--- config.mk ---
export PLATFORM = sky130hd
export DESIGN_NAME = snr_ber_rate_selector
export DESIGN_NICKNAME = d
export VERILOG_FILES = /design/src/sv/sbrs_pkg.sv /design/src/sv/snr_ber_rate_selector.sv /design/src/sv/sbrs_ctrl.sv /design/src/sv/sbrs_dp.sv
export SDC_FILE = /design/constraint.sdc
export NUM_CORES = 2
export LEC_CHECK = 0
export BUFFER_PORTS_ARGS = -buffer_cell sky130_fd_sc_hd__buf_2
export CAP_MARGIN = 15
export CELL_PAD_IN_SITES_DETAIL_PLACEMENT = 2
export CELL_PAD_IN_SITES_GLOBAL_PLACEMENT = 2
export CORE_ASPECT_RATIO = 0.75
export CORE_MARGIN = 5
export CORE_UTILIZATION = 35
export DETAILED_ROUTE_END_ITERATION = 10
export PLACE_DENSITY_LB_ADDON = 0.1
export SLEW_MARGIN = 10
export SYNTH_ARGS = -nofsm -noshare
export SYNTH_HDL_FRONTEND = slang
export SYNTH_SLANG_ARGS = --single-unit
--- constraint.sdc ---
create_clock -name i_clk -period 10 [get_ports i_clk]
set_input_delay 2 -clock i_clk [delete_from_list [all_inputs] [get_ports i_clk]]
set_output_delay 2 -clock i_clk [all_outputs]
set_load 0.01 [all_outputs]
--- src/sv/sbrs_pkg.sv ---
// Shared types, constants and the bit error rate table for the rate selector.
// No dependencies; every other file of the block imports this package.
`timescale 1ns / 1ps

package sbrs_pkg;

    // Field and port widths
    localparam int SNR_BITS        = 11;
    localparam int LEN_FIELD_BITS  = 12;
    localparam int LINK_MBPS_BITS  = 6;
    localparam int RATE_CODE_BITS  = 3;
    localparam int S_TDATA_BITS    = 24;
    localparam int M_TDATA_BITS    = 16;
    localparam int CUTOFF_BITS     = 32;
    localparam int CFG_INDEX_BITS  = 2;

    // Parameter defaults and limits
    localparam int LENGTH_BITS_DEF       = 12;
    localparam int BER_FRACTION_BITS_DEF = 32;
    localparam int BER_FRAC_MAX          = 48;

    // Register indexes
    localparam logic [CFG_INDEX_BITS-1:0] REG_ERROR_CUTOFF     = 2'd0;
    localparam logic [CFG_INDEX_BITS-1:0] REG_USE_PACKET_ERROR = 2'd1;

    localparam logic [CUTOFF_BITS-1:0] CUTOFF_RESET = 32'd4294967;

    // Table geometry: rows every 5 dB (80 sixteenths), 0..30 dB
    localparam int SNR_ROWS    = 7;
    localparam int RATE_COLS   = 8;
    localparam int SNR_MAX_Q4  = 480;
    localparam int SNR_STEP_Q4 = 80;

    // Arithmetic unit geometry
    localparam int MUL_CHUNK_BITS = 17;
    localparam int DIV_DIGIT_BITS = 8;

    localparam logic [127:0] DEC_SCALE = 128'd100000000;

    // Bit error rates in units of 1e-8, one row per SNR step, one column per rate
    localparam logic [31:0] BER_DEC [SNR_ROWS][RATE_COLS] = '{
        '{32'd2840000, 32'd7400000, 32'd17400000, 32'd29100000,
          32'd34700000, 32'd47500000, 32'd49700000, 32'd50200000},
        '{32'd468000, 32'd5630000, 32'd14100000, 32'd27400000,
          32'd33700000, 32'd46900000, 32'd49500000, 32'd49700000},
        '{32'd438, 32'd146000, 32'd6820000, 32'd433000,
          32'd17600000, 32'd46500000, 32'd49500000, 32'd49600000},
        '{32'd0, 32'd7530, 32'd2810000, 32'd0,
          32'd14800, 32'd5860000, 32'd43700000, 32'd43700000},
        '{32'd0, 32'd0, 32'd1000000, 32'd0,
          32'd0, 32'd227000, 32'd2630000, 32'd8380000},
        '{32'd0, 32'd0, 32'd337000, 32'd0,
          32'd0, 32'd0, 32'd0, 32'd2500},
        '{32'd0, 32'd0, 32'd315000, 32'd0,
          32'd0, 32'd0, 32'd0, 32'd0}
    };

    localparam logic [LINK_MBPS_BITS-1:0] LINK_MBPS [RATE_COLS] = '{
        6'd6, 6'd9, 6'd12, 6'd18, 6'd24, 6'd36, 6'd48, 6'd54
    };

    // Controller states
    typedef enum logic [3:0] {
        ST_IDLE,
        ST_ROM,
        ST_PROD,
        ST_DIV,
        ST_BER,
        ST_POW_INIT,
        ST_POW_BIT,
        ST_MUL_STEP,
        ST_MUL_WB,
        ST_PER,
        ST_CMP,
        ST_EMIT
    } t_state;

    // Datapath operations
    typedef enum logic [3:0] {
        DP_NOP,
        DP_LOAD,
        DP_ROM,
        DP_PROD,
        DP_DIV,
        DP_BER,
        DP_POW_INIT,
        DP_SQ_LOAD,
        DP_BS_LOAD,
        DP_BSR_COPY,
        DP_MUL_STEP,
        DP_MUL_WB,
        DP_PER
    } t_dp_op;

    typedef struct packed {
        t_dp_op                    op;
        logic [RATE_CODE_BITS-1:0] col;
    } t_dp_cmd;

    typedef struct packed {
        logic acc_one;   // power accumulator holds exactly one
        logic len_bit;   // selected exponent bit
        logic pass;      // current error rate within cutoff
    } t_dp_status;

    // Table entry in Q0.fbits, rounded to nearest with ties up; elaboration only
    function automatic logic [BER_FRAC_MAX-1:0] ber_rom_q(input int row, input int col,
                                                          input int fbits);
        logic [127:0] num;
        logic [127:0] quo;
        num = 128'(BER_DEC[row][col]) << (fbits + 1);
        quo = ((num / DEC_SCALE) + 128'd1) >> 1;
        return quo[BER_FRAC_MAX-1:0];
    endfunction

endpackage

--- src/sv/snr_ber_rate_selector.sv ---
// Rate selector: for each item, tests rates from the highest rate code down to code 1 and emits
// the first that meets the cutoff, else code 0. Each rate tested takes a table read, a product,
// the divide by 80 and, in packet error mode, 1 - (1 - BER)^length by square and multiply.
// Up to 7 rates are tested, in bit error mode and in packet error mode.
// One item at a time, through a 17-bit chunked multiplier and an 8-bit-per-cycle divider.
// Synchronous active-low reset clears control state and restores the register defaults.
`timescale 1ns / 1ps

module snr_ber_rate_selector #(
    parameter int LENGTH_BITS       = sbrs_pkg::LENGTH_BITS_DEF,
    parameter int BER_FRACTION_BITS = sbrs_pkg::BER_FRACTION_BITS_DEF
) (
    input  logic                                i_clk,
    input  logic                                i_rst_n,
    // Request stream
    input  logic                                s_tvalid,
    output logic                                s_tready,
    input  logic [sbrs_pkg::S_TDATA_BITS-1:0]   s_tdata,   // [10:0] snr_q4, [22:11] frame_length
    // Result stream
    output logic                                m_tvalid,
    input  logic                                m_tready,
    output logic [sbrs_pkg::M_TDATA_BITS-1:0]   m_tdata,   // [5:0] link_mbps, [8:6] rate_code
    // Register write channel
    input  logic                                i_cfg_valid,
    output logic                                o_cfg_ready,
    input  logic [sbrs_pkg::CFG_INDEX_BITS-1:0] i_cfg_index,
    input  logic [sbrs_pkg::CUTOFF_BITS-1:0]    i_cfg_data
);
    import sbrs_pkg::*;

    localparam int BIT_W   = $clog2(LENGTH_BITS);
    localparam int PAD_OUT = M_TDATA_BITS - LINK_MBPS_BITS - RATE_CODE_BITS;

    // Configuration registers; writes are always taken, unknown indexes dropped
    logic [CUTOFF_BITS-1:0] r_error_cutoff;
    logic                   r_use_packet_error;

    assign o_cfg_ready = 1'b1;

    always_ff @(posedge i_clk) begin
        if (!i_rst_n) begin
            r_error_cutoff     <= CUTOFF_RESET;
            r_use_packet_error <= 1'b0;
        end else if (i_cfg_valid) begin
            unique case (i_cfg_index)
                REG_ERROR_CUTOFF:     r_error_cutoff     <= i_cfg_data;
                REG_USE_PACKET_ERROR: r_use_packet_error <= i_cfg_data[0];
                default: begin
                end
            endcase
        end
    end

    // Unpack request fields
    logic signed [SNR_BITS-1:0] w_snr_q4;
    logic [LEN_FIELD_BITS-1:0]  w_frame_length;

    assign w_snr_q4       = s_tdata[SNR_BITS-1:0];
    assign w_frame_length = s_tdata[SNR_BITS +: LEN_FIELD_BITS];

    // Controller and datapath
    t_dp_cmd                   w_cmd;
    t_dp_status                w_status;
    logic [BIT_W-1:0]          w_bit_idx;
    logic                      w_in_accept;
    logic                      w_out_free;
    logic                      w_out_load;
    logic [RATE_CODE_BITS-1:0] w_code;

    assign w_in_accept = s_tvalid && s_tready;

    sbrs_ctrl #(
        .LENGTH_BITS       (LENGTH_BITS),
        .BER_FRACTION_BITS (BER_FRACTION_BITS)
    ) u_ctrl (
        .i_clk       (i_clk),
        .i_rst_n     (i_rst_n),
        .i_in_accept (w_in_accept),
        .o_in_ready  (s_tready),
        .i_use_per   (r_use_packet_error),
        .i_status    (w_status),
        .o_cmd       (w_cmd),
        .o_bit_idx   (w_bit_idx),
        .i_out_free  (w_out_free),
        .o_out_load  (w_out_load),
        .o_code      (w_code)
    );

    sbrs_dp #(
        .LENGTH_BITS       (LENGTH_BITS),
        .BER_FRACTION_BITS (BER_FRACTION_BITS)
    ) u_dp (
        .i_clk          (i_clk),
        .i_cmd          (w_cmd),
        .i_bit_idx      (w_bit_idx),
        .i_snr_q4       (w_snr_q4),
        .i_frame_length (w_frame_length),
        .i_error_cutoff (r_error_cutoff),
        .o_status       (w_status)
    );

    // Output register: hold the result until the downstream transaction completes
    logic                      r_m_tvalid;
    logic [RATE_CODE_BITS-1:0] r_rate_code;

    assign w_out_free = !r_m_tvalid || m_tready;

    always_ff @(posedge i_clk) begin
        if (!i_rst_n) begin
            r_m_tvalid <= 1'b0;
        end else if (w_out_load) begin
            r_m_tvalid <= 1'b1;
        end else if (m_tready) begin
            r_m_tvalid <= 1'b0;
        end
    end

    always_ff @(posedge i_clk) begin
        if (w_out_load) begin
            r_rate_code <= w_code;
        end
    end

    assign m_tvalid = r_m_tvalid;
    assign m_tdata  = {{PAD_OUT{1'b0}}, r_rate_code, LINK_MBPS[r_rate_code]};

endmodule

--- src/sv/sbrs_ctrl.sv ---
// Sequencing state machine of the rate selector: steps the datapath through
// interpolation, packet error power (in packet error mode) and comparison for each rate. Uses sbrs_pkg.
`timescale 1ns / 1ps

module sbrs_ctrl #(
    parameter int LENGTH_BITS       = sbrs_pkg::LENGTH_BITS_DEF,
    parameter int BER_FRACTION_BITS = sbrs_pkg::BER_FRACTION_BITS_DEF
) (
    input  logic                                i_clk,
    input  logic                                i_rst_n,
    input  logic                                i_in_accept,
    output logic                                o_in_ready,
    input  logic                                i_use_per,
    input  sbrs_pkg::t_dp_status                i_status,
    output sbrs_pkg::t_dp_cmd                   o_cmd,
    output logic [$clog2(LENGTH_BITS)-1:0]      o_bit_idx,
    input  logic                                i_out_free,
    output logic                                o_out_load,
    output logic [sbrs_pkg::RATE_CODE_BITS-1:0] o_code
);
    import sbrs_pkg::*;

    localparam int BIT_W     = $clog2(LENGTH_BITS);
    localparam int AW        = BER_FRACTION_BITS + 1;
    localparam int DIV_STEPS = (BER_FRACTION_BITS + 7 + DIV_DIGIT_BITS - 1) / DIV_DIGIT_BITS;
    localparam int NCH       = (AW + MUL_CHUNK_BITS - 1) / MUL_CHUNK_BITS;
    localparam int CNT_MAX   = (DIV_STEPS > NCH) ? DIV_STEPS : NCH;
    localparam int CNT_W     = (CNT_MAX > 1) ? $clog2(CNT_MAX) : 1;

    t_state                    r_state, n_state;
    logic [RATE_CODE_BITS-1:0] r_col, n_col;
    logic [RATE_CODE_BITS-1:0] r_code, n_code;
    logic [BIT_W-1:0]          r_bit, n_bit;
    logic                      r_phase, n_phase;   // 0 square, 1 multiply
    logic [CNT_W-1:0]          r_cnt, n_cnt;

    always_ff @(posedge i_clk) begin
        if (!i_rst_n) begin
            r_state <= ST_IDLE;
            r_col   <= '0;
            r_code  <= '0;
            r_bit   <= '0;
            r_phase <= 1'b0;
            r_cnt   <= '0;
        end else begin
            r_state <= n_state;
            r_col   <= n_col;
            r_code  <= n_code;
            r_bit   <= n_bit;
            r_phase <= n_phase;
            r_cnt   <= n_cnt;
        end
    end

    // Next state and counters
    always_comb begin
        n_state = r_state;
        n_col   = r_col;
        n_code  = r_code;
        n_bit   = r_bit;
        n_phase = r_phase;
        n_cnt   = r_cnt;
        unique case (r_state)
            ST_IDLE: begin
                if (i_in_accept) begin
                    n_state = ST_ROM;
                    n_col   = RATE_CODE_BITS'(RATE_COLS - 1);
                end
            end
            ST_ROM:  n_state = ST_PROD;
            ST_PROD: begin
                n_state = ST_DIV;
                n_cnt   = '0;
            end
            ST_DIV: begin
                if (r_cnt == CNT_W'(DIV_STEPS - 1)) begin
                    n_state = ST_BER;
                end else begin
                    n_cnt = r_cnt + 1'b1;
                end
            end
            ST_BER:  n_state = i_use_per ? ST_POW_INIT : ST_CMP;
            ST_POW_INIT: begin
                n_state = ST_POW_BIT;
                n_bit   = BIT_W'(LENGTH_BITS - 1);
                n_phase = 1'b0;
            end
            ST_POW_BIT: begin
                if (!r_phase) begin
                    if (i_status.acc_one) begin
                        n_phase = 1'b1;
                    end else begin
                        n_state = ST_MUL_STEP;
                        n_cnt   = '0;
                    end
                end else if (i_status.len_bit && !i_status.acc_one) begin
                    n_state = ST_MUL_STEP;
                    n_cnt   = '0;
                end else if (r_bit == '0) begin
                    n_state = ST_PER;
                end else begin
                    n_bit   = r_bit - 1'b1;
                    n_phase = 1'b0;
                end
            end
            ST_MUL_STEP: begin
                if (r_cnt == CNT_W'(NCH - 1)) begin
                    n_state = ST_MUL_WB;
                end else begin
                    n_cnt = r_cnt + 1'b1;
                end
            end
            ST_MUL_WB: begin
                n_state = ST_POW_BIT;
                if (!r_phase) begin
                    n_phase = 1'b1;
                end else if (r_bit == '0) begin
                    n_state = ST_PER;
                end else begin
                    n_bit   = r_bit - 1'b1;
                    n_phase = 1'b0;
                end
            end
            ST_PER:  n_state = ST_CMP;
            ST_CMP: begin
                if (i_status.pass) begin
                    n_code  = r_col;
                    n_state = ST_EMIT;
                end else if (r_col == RATE_CODE_BITS'(1)) begin
                    n_code  = '0;
                    n_state = ST_EMIT;
                end else begin
                    n_col   = r_col - 1'b1;
                    n_state = ST_ROM;
                end
            end
            ST_EMIT: begin
                if (i_out_free) begin
                    n_state = ST_IDLE;
                end
            end
            default: n_state = ST_IDLE;
        endcase
    end

    // Datapath commands and handshake outputs
    always_comb begin
        o_cmd.op   = DP_NOP;
        o_cmd.col  = r_col;
        o_out_load = 1'b0;
        o_in_ready = (r_state == ST_IDLE);
        unique case (r_state)
            ST_IDLE:     o_cmd.op = i_in_accept ? DP_LOAD : DP_NOP;
            ST_ROM:      o_cmd.op = DP_ROM;
            ST_PROD:     o_cmd.op = DP_PROD;
            ST_DIV:      o_cmd.op = DP_DIV;
            ST_BER:      o_cmd.op = DP_BER;
            ST_POW_INIT: o_cmd.op = DP_POW_INIT;
            ST_POW_BIT: begin
                if (!r_phase) begin
                    o_cmd.op = i_status.acc_one ? DP_NOP : DP_SQ_LOAD;
                end else if (i_status.len_bit) begin
                    o_cmd.op = i_status.acc_one ? DP_BSR_COPY : DP_BS_LOAD;
                end
            end
            ST_MUL_STEP: o_cmd.op = DP_MUL_STEP;
            ST_MUL_WB:   o_cmd.op = DP_MUL_WB;
            ST_PER:      o_cmd.op = DP_PER;
            ST_CMP:      o_cmd.op = DP_NOP;
            ST_EMIT:     o_out_load = i_out_free;
            default:     o_cmd.op = DP_NOP;
        endcase
    end

    assign o_bit_idx = r_bit;
    assign o_code    = r_code;

endmodule

--- src/sv/sbrs_dp.sv ---
// Datapath of the rate selector: table interpolation, divide by 80, chunked
// fixed-point multiplier and cutoff compare. Uses sbrs_pkg; driven by sbrs_ctrl.
`timescale 1ns / 1ps

module sbrs_dp #(
    parameter int LENGTH_BITS       = sbrs_pkg::LENGTH_BITS_DEF,
    parameter int BER_FRACTION_BITS = sbrs_pkg::BER_FRACTION_BITS_DEF
) (
    input  logic                                    i_clk,
    input  sbrs_pkg::t_dp_cmd                       i_cmd,
    input  logic [$clog2(LENGTH_BITS)-1:0]          i_bit_idx,
    input  logic signed [sbrs_pkg::SNR_BITS-1:0]    i_snr_q4,
    input  logic [sbrs_pkg::LEN_FIELD_BITS-1:0]     i_frame_length,
    input  logic [sbrs_pkg::CUTOFF_BITS-1:0]        i_error_cutoff,
    output sbrs_pkg::t_dp_status                    o_status
);
    import sbrs_pkg::*;

    localparam int F         = BER_FRACTION_BITS;
    localparam int AW        = F + 1;
    localparam int LB        = LENGTH_BITS;
    localparam int FRAC_BITS = 7;
    localparam int SEG_BITS  = 3;
    localparam int S_BITS    = 9;
    localparam int DIV_STEPS = (F + FRAC_BITS + DIV_DIGIT_BITS - 1) / DIV_DIGIT_BITS;
    localparam int PW        = DIV_STEPS * DIV_DIGIT_BITS;
    localparam int CW        = MUL_CHUNK_BITS;
    localparam int NCH       = (AW + CW - 1) / CW;
    localparam int MBW       = NCH * CW;
    localparam int PRW       = AW + MBW;
    localparam int ALIGN_W   = ((F >= CUTOFF_BITS) ? F : CUTOFF_BITS) + 1;
    localparam int SH_E      = (F >= CUTOFF_BITS) ? 0 : CUTOFF_BITS - F;
    localparam int SH_C      = (F >= CUTOFF_BITS) ? F - CUTOFF_BITS : 0;

    localparam logic [AW-1:0] ONE = AW'(1) << F;

    // Constant table in Q0.F
    logic [F-1:0] w_rom [SNR_ROWS][RATE_COLS];

    for (genvar gr = 0; gr < SNR_ROWS; gr++) begin : g_row
        for (genvar gc = 0; gc < RATE_COLS; gc++) begin : g_col
            assign w_rom[gr][gc] = F'(ber_rom_q(gr, gc, F));
        end
    end

    logic [SEG_BITS-1:0]  r_seg;
    logic [FRAC_BITS-1:0] r_frac;
    logic [LB-1:0]        r_len;
    logic [F-1:0]         r_lo, r_hi;
    logic                 r_up;
    logic [PW-1:0]        r_dnum;
    logic [FRAC_BITS-1:0] r_drem;
    logic [AW-1:0]        r_err, r_bsr, r_acc, r_ma;
    logic [MBW-1:0]       r_mb;
    logic [PRW-1:0]       r_prod;

    // Clamp to 0..30 dB and split into table row and position within the step
    logic [S_BITS-1:0]    w_s;
    logic [SEG_BITS-1:0]  w_seg;
    logic [S_BITS-1:0]    w_frac_full;
    logic [LB-1:0]        w_len;

    always_comb begin
        if (i_snr_q4[SNR_BITS-1]) begin
            w_s = '0;
        end else if (i_snr_q4[SNR_BITS-2:0] >= (SNR_BITS-1)'(SNR_MAX_Q4)) begin
            w_s = S_BITS'(SNR_MAX_Q4);
        end else begin
            w_s = i_snr_q4[S_BITS-1:0];
        end
        w_seg = '0;
        for (int k = 1; k < SNR_ROWS; k++) begin
            if (w_s >= S_BITS'(k * SNR_STEP_Q4)) begin
                w_seg = SEG_BITS'(k);
            end
        end
        w_frac_full = w_s - (S_BITS'(w_seg) * S_BITS'(SNR_STEP_Q4));
    end

    for (genvar gl = 0; gl < LB; gl++) begin : g_len
        if (gl < LEN_FIELD_BITS) begin : g_take
            assign w_len[gl] = i_frame_length[gl];
        end else begin : g_zero
            assign w_len[gl] = 1'b0;
        end
    end

    // Table reads for the bracketing rows
    logic [SEG_BITS-1:0] w_row_hi;
    logic [F-1:0]        w_rd_lo, w_rd_hi;

    assign w_row_hi = (r_seg == SEG_BITS'(SNR_ROWS - 1)) ? r_seg : r_seg + 1'b1;
    assign w_rd_lo  = w_rom[r_seg][i_cmd.col];
    assign w_rd_hi  = w_rom[w_row_hi][i_cmd.col];

    // Slope magnitude times position
    logic [F-1:0] w_diff;
    assign w_diff = r_up ? (r_hi - r_lo) : (r_lo - r_hi);

    // One digit of the divide by 80: shift numerator bits into a narrow remainder
    logic [PW-1:0]        w_dnum;
    logic [FRAC_BITS:0]   w_drem;

    always_comb begin
        w_dnum = r_dnum;
        w_drem = {1'b0, r_drem};
        for (int j = 0; j < DIV_DIGIT_BITS; j++) begin
            w_drem = {w_drem[FRAC_BITS-1:0], w_dnum[PW-1]};
            w_dnum = {w_dnum[PW-2:0], 1'b0};
            if (w_drem >= (FRAC_BITS+1)'(SNR_STEP_Q4)) begin
                w_drem    = w_drem - (FRAC_BITS+1)'(SNR_STEP_Q4);
                w_dnum[0] = 1'b1;
            end
        end
    end

    // Partial product of the chunked multiplier, top chunk first
    logic [AW+CW-1:0] w_pp;
    assign w_pp = r_ma * r_mb[MBW-1 -: CW];

    always_ff @(posedge i_clk) begin
        unique case (i_cmd.op)
            DP_NOP: begin
            end
            DP_LOAD: begin
                r_seg  <= w_seg;
                r_frac <= w_frac_full[FRAC_BITS-1:0];
                r_len  <= w_len;
            end
            DP_ROM: begin
                r_lo <= w_rd_lo;
                r_hi <= w_rd_hi;
                r_up <= (w_rd_hi >= w_rd_lo);
            end
            DP_PROD: begin
                r_dnum <= PW'(w_diff * r_frac);
                r_drem <= '0;
            end
            DP_DIV: begin
                r_dnum <= w_dnum;
                r_drem <= w_drem[FRAC_BITS-1:0];
            end
            DP_BER: begin
                r_err <= r_up ? (AW'(r_lo) + AW'(r_dnum[F-1:0]))
                              : (AW'(r_lo) - AW'(r_dnum[F-1:0]));
            end
            DP_POW_INIT: begin
                r_acc <= ONE;
                r_bsr <= ONE - r_err;
            end
            DP_SQ_LOAD: begin
                r_ma   <= r_acc;
                r_mb   <= MBW'(r_acc);
                r_prod <= '0;
            end
            DP_BS_LOAD: begin
                r_ma   <= r_acc;
                r_mb   <= MBW'(r_bsr);
                r_prod <= '0;
            end
            DP_BSR_COPY: begin
                r_acc <= r_bsr;
            end
            DP_MUL_STEP: begin
                r_prod <= (r_prod << CW) + PRW'(w_pp);
                r_mb   <= r_mb << CW;
            end
            DP_MUL_WB: begin
                r_acc <= r_prod[F +: AW];
            end
            DP_PER: begin
                r_err <= ONE - r_acc;
            end
            default: begin
            end
        endcase
    end

    // Status back to the controller
    logic [ALIGN_W-1:0] w_err_al, w_cut_al;

    assign w_err_al         = ALIGN_W'(r_err) << SH_E;
    assign w_cut_al         = ALIGN_W'(i_error_cutoff) << SH_C;
    assign o_status.acc_one = (r_acc == ONE);
    assign o_status.len_bit = r_len[i_bit_idx];
    assign o_status.pass    = (w_err_al <= w_cut_al);

endmodule
==> flow_summary.toml <==
[run_status]
status = "complete, no violations"

[setup_path]
worst_path_most_repeated_cell = "fa_1"
r2r-end = "u_dp.r_dnum[37]$_DFFE_PP_"
r2r_cells = 33
slowest_stage = "o41ai_1"
path_buf_inv = 4
start_kind = "register"
worstSetupPathType = "reg2reg"
r2r-start = "u_dp.r_lo[0]$_DFFE_PN_"
critPathCaptureType = "register"
critical_path_arrival_ns = 9.58
critPathMaxStageDelay_ns = 0.55
r2r_slack_ns = 0.76
cp_top_family = "compound AO/OA/AOI/OAI gates"
crit_fanout = 7
critical_path_required_ns = 10.35

[place]
place_congestion = 0.906
post_dp_cell_area_sq_mm = 0.0562
hpwl_mm = 163
io_buffers = 72
post-place-ws_ns = -0.0862

[clocking]
clk_latency_ns = 0.65
clock_path_buffers = 3
root_buffer = "clkbuf_16"
cts_sinks = 420
numCtsBuffers = 48
cts_hold_buf = 0
tritoncts = "done"
cts.htree.levels = 2
clkTransAtPathRegs_ns = 0.07

[floorplan]
ios = 82
start_util = 0.352
num_rows = 124
core_sq_mm = 0.152
die_h_um = 349
dieWidth_um = 462
dieArea_sq_mm = 0.161

[detailed_routing]
ant_nets = 0
drc = 0
via_per_inst = 5.45
routedWlPerCell_um = 25.1
drtIter0Drc = 2750
dr.pass1.iters = 5
routed_wl_mm = 203
vias = 44056

[sta]
finalCritPeriodShare = 0.924
max_slew.worst_pin.slew_ns = 1.31
hold_viol = 0
skew_ns = 0.0350
rsz0062_at_grt = "false"
fmax_ghz = 0.108
setup_viol = 0
finalMaxSlewViolations = 0
timing.final.crit_period_ns = 9.24
slew_headroom = 0.127
setup_ws_ns = 0.762

[hold_path]
hold_path.class = "reg2reg"
worstHoldStart = "u_ctrl.o_code[2]$_SDFFE_PN0P_"
holdPathStages = 0
min_delay_worst_endpoint = "r_rate_code[2]$_DFFE_PP_"

[finish]
final_cell_mix = "934 x nand2_1, 900 x inv_1, 650 x fa_1, 401 x ha_1, 368 x edfxtp_1"
nets = 7143
layout_commonest_cell = "nand2_1"
drive_above_1_share = 0.0574
design_area_sq_mm = 0.0581
area_growth_pct = 8.43

[global_routing]
antenna_found_initial = 25
track_usage = 0.251
grt_pass1_vias = 48518
grt_max_degree = 66
grt_pass1_wl_mm = 309
grt_overflow = 0

[synthesis]
synth-simple-area-share = 0.174
ys_warn_count = 0
synth_top_family_by_area = "adder cells"
synth_seq_cells = 420
async_flop_share = 0
ys_types = 96
yosys.area_share.adder = 0.337
synth_xor_xnor_area_share = 0.0371
syn_area_per_cell_sq_um = 8.82
syn_inst = 6078
synthesis.area_sq_mm = 0.0536
synth-edff-count = 368
synthMuxAreaShare = 0.00618
synth_compound_area_frac = 0.135
ys.flop_type = "edfxtp_1"
ys_seq_area_frac = 0.226

[job]
cap_violations = 0
==> Yosys cell counts (10+ instances only) <==
cell / number / area (sq um)
a21oi_1: 341 / 1710
nand2b_1: 45 / 282
and3_1: 32 / 200
nor4_1: 25 / 156
o22ai_1: 16 / 100
a21o_1: 110 / 826
nand3_1: 79 / 395
xor2_1: 106 / 928
a31oi_1: 24 / 150
or4_1: 10 / 75.1
a221oi_1: 14 / 123
nand4_1: 24 / 150
nor3_1: 100 / 500
o21a_1: 36 / 270
o31ai_1: 27 / 203
or2_2: 16 / 100
mux2i_1: 14 / 140
o21bai_1: 41 / 308
nand3b_1: 12 / 90.1
nor2b_1: 61 / 382
clkbuf_1: 254 / 953
ha_1: 405 / 5070
and2_1: 271 / 1700
edfxtp_1: 368 / 11100
a22o_1: 30 / 263
inv_1: 900 / 3380
nor3b_1: 11 / 82.6
or3_1: 44 / 275
o32ai_1: 11 / 96.3
o21ai_0: 274 / 1370
fa_1: 650 / 13000
a22oi_1: 24 / 180
nor2_1: 327 / 1230
o211ai_1: 38 / 285
a211oi_1: 40 / 300
xnor2_1: 121 / 1060
dfxtp_1: 52 / 1040
buf_1: 21 / 78.8
nand2_1: 934 / 3510
==> worst max path at each step <==
stage / cells past startpoint / endpoint / from / slack (ns)
after floorplan: 43 / u_dp.r_drem[4]$_SDFFCE_PN0P_ / u_dp.r_dnum[39]$_SDFFCE_PN0P_ / 1.44
after global routing: 42 / u_dp.r_drem[5]$_SDFFCE_PN0P_ / u_dp.r_dnum[39]$_SDFFCE_PN0P_ / 0.007
after CTS: 43 / u_dp.r_drem[5]$_SDFFCE_PN0P_ / u_dp.r_drem[3]$_SDFFCE_PN0P_ / 0.02
after global placement: 43 / u_dp.r_drem[5]$_SDFFCE_PN0P_ / u_dp.r_drem[4]$_SDFFCE_PN0P_ / 0.36
after detailed placement: 43 / u_dp.r_drem[5]$_SDFFCE_PN0P_ / u_dp.r_drem[4]$_SDFFCE_PN0P_ / -0.09
final: 33 / u_dp.r_dnum[37]$_DFFE_PP_ / u_dp.r_lo[0]$_DFFE_PN_ / 0.76
==> state kept, by name (all words and copies together), names as in the netlist, 12 cells and up <==
name and flops:
u_dp.r_acc 33, u_dp.r_prod 65, u_dp.r_dnum 40, u_dp.r_err 33, u_dp.r_hi 32, u_dp.r_lo 32, u_dp.r_ma 33, u_dp.r_len 12
r_error_cutoff 32, u_dp.r_bsr 33, u_dp.r_mb 34
==> cell type report <==
type                    count  area (sq um)
diodes                      2          5.00
clock buffers              54          1230
clock inverters            36           480
fillers                 16861         94200
inverters                 905          3400
multi-input cells        4473         37200
flip-flops and latches    420         12100
well taps                2016          2520
repair buffers            177          1180
==> timing repair <==
item                       4_1_cts  5_1_grt
setup endpoints to repair        3       11
buffers inserted                 0        4
pin swaps                        0        3
resized for setup                3       18
==> kinds of logic after synthesis <==
logic type / Yosys count
and+or+nand+nor: 2013
buffers and inverters: 1191
AOI/OAI and AO/OA: 1142
adders and majority gates: 1056
DFF: 420
xor gates and xnor gates: 227
muxes: 27
other: 2
==> metal layers <==
layer,GRT usage,vias up,share of wire
li1,-,19832,-
met1,0.365,23182,0.48
met2,0.399,899,0.45
met3,0.0476,143,0.060
met4,0.0350,0,0.015
met5,0,-,0
==> through the flow <==
step	TNS, ns	hold WS [ns]	util	instances
finish	0	0.439	0.382	8083
detailed placement	-0.138	0.419	0.369	7983
CTS	0	0.436	0.380	8073
global placement	0	0.417	0.369	7983
global route	0	0.456	0.382	8082
floorplan	0	0.409	-	6084
Power is left out: the tool's default activity adds up to more than one toggle a clock period on the data nets, which glitch-free logic cannot reach.
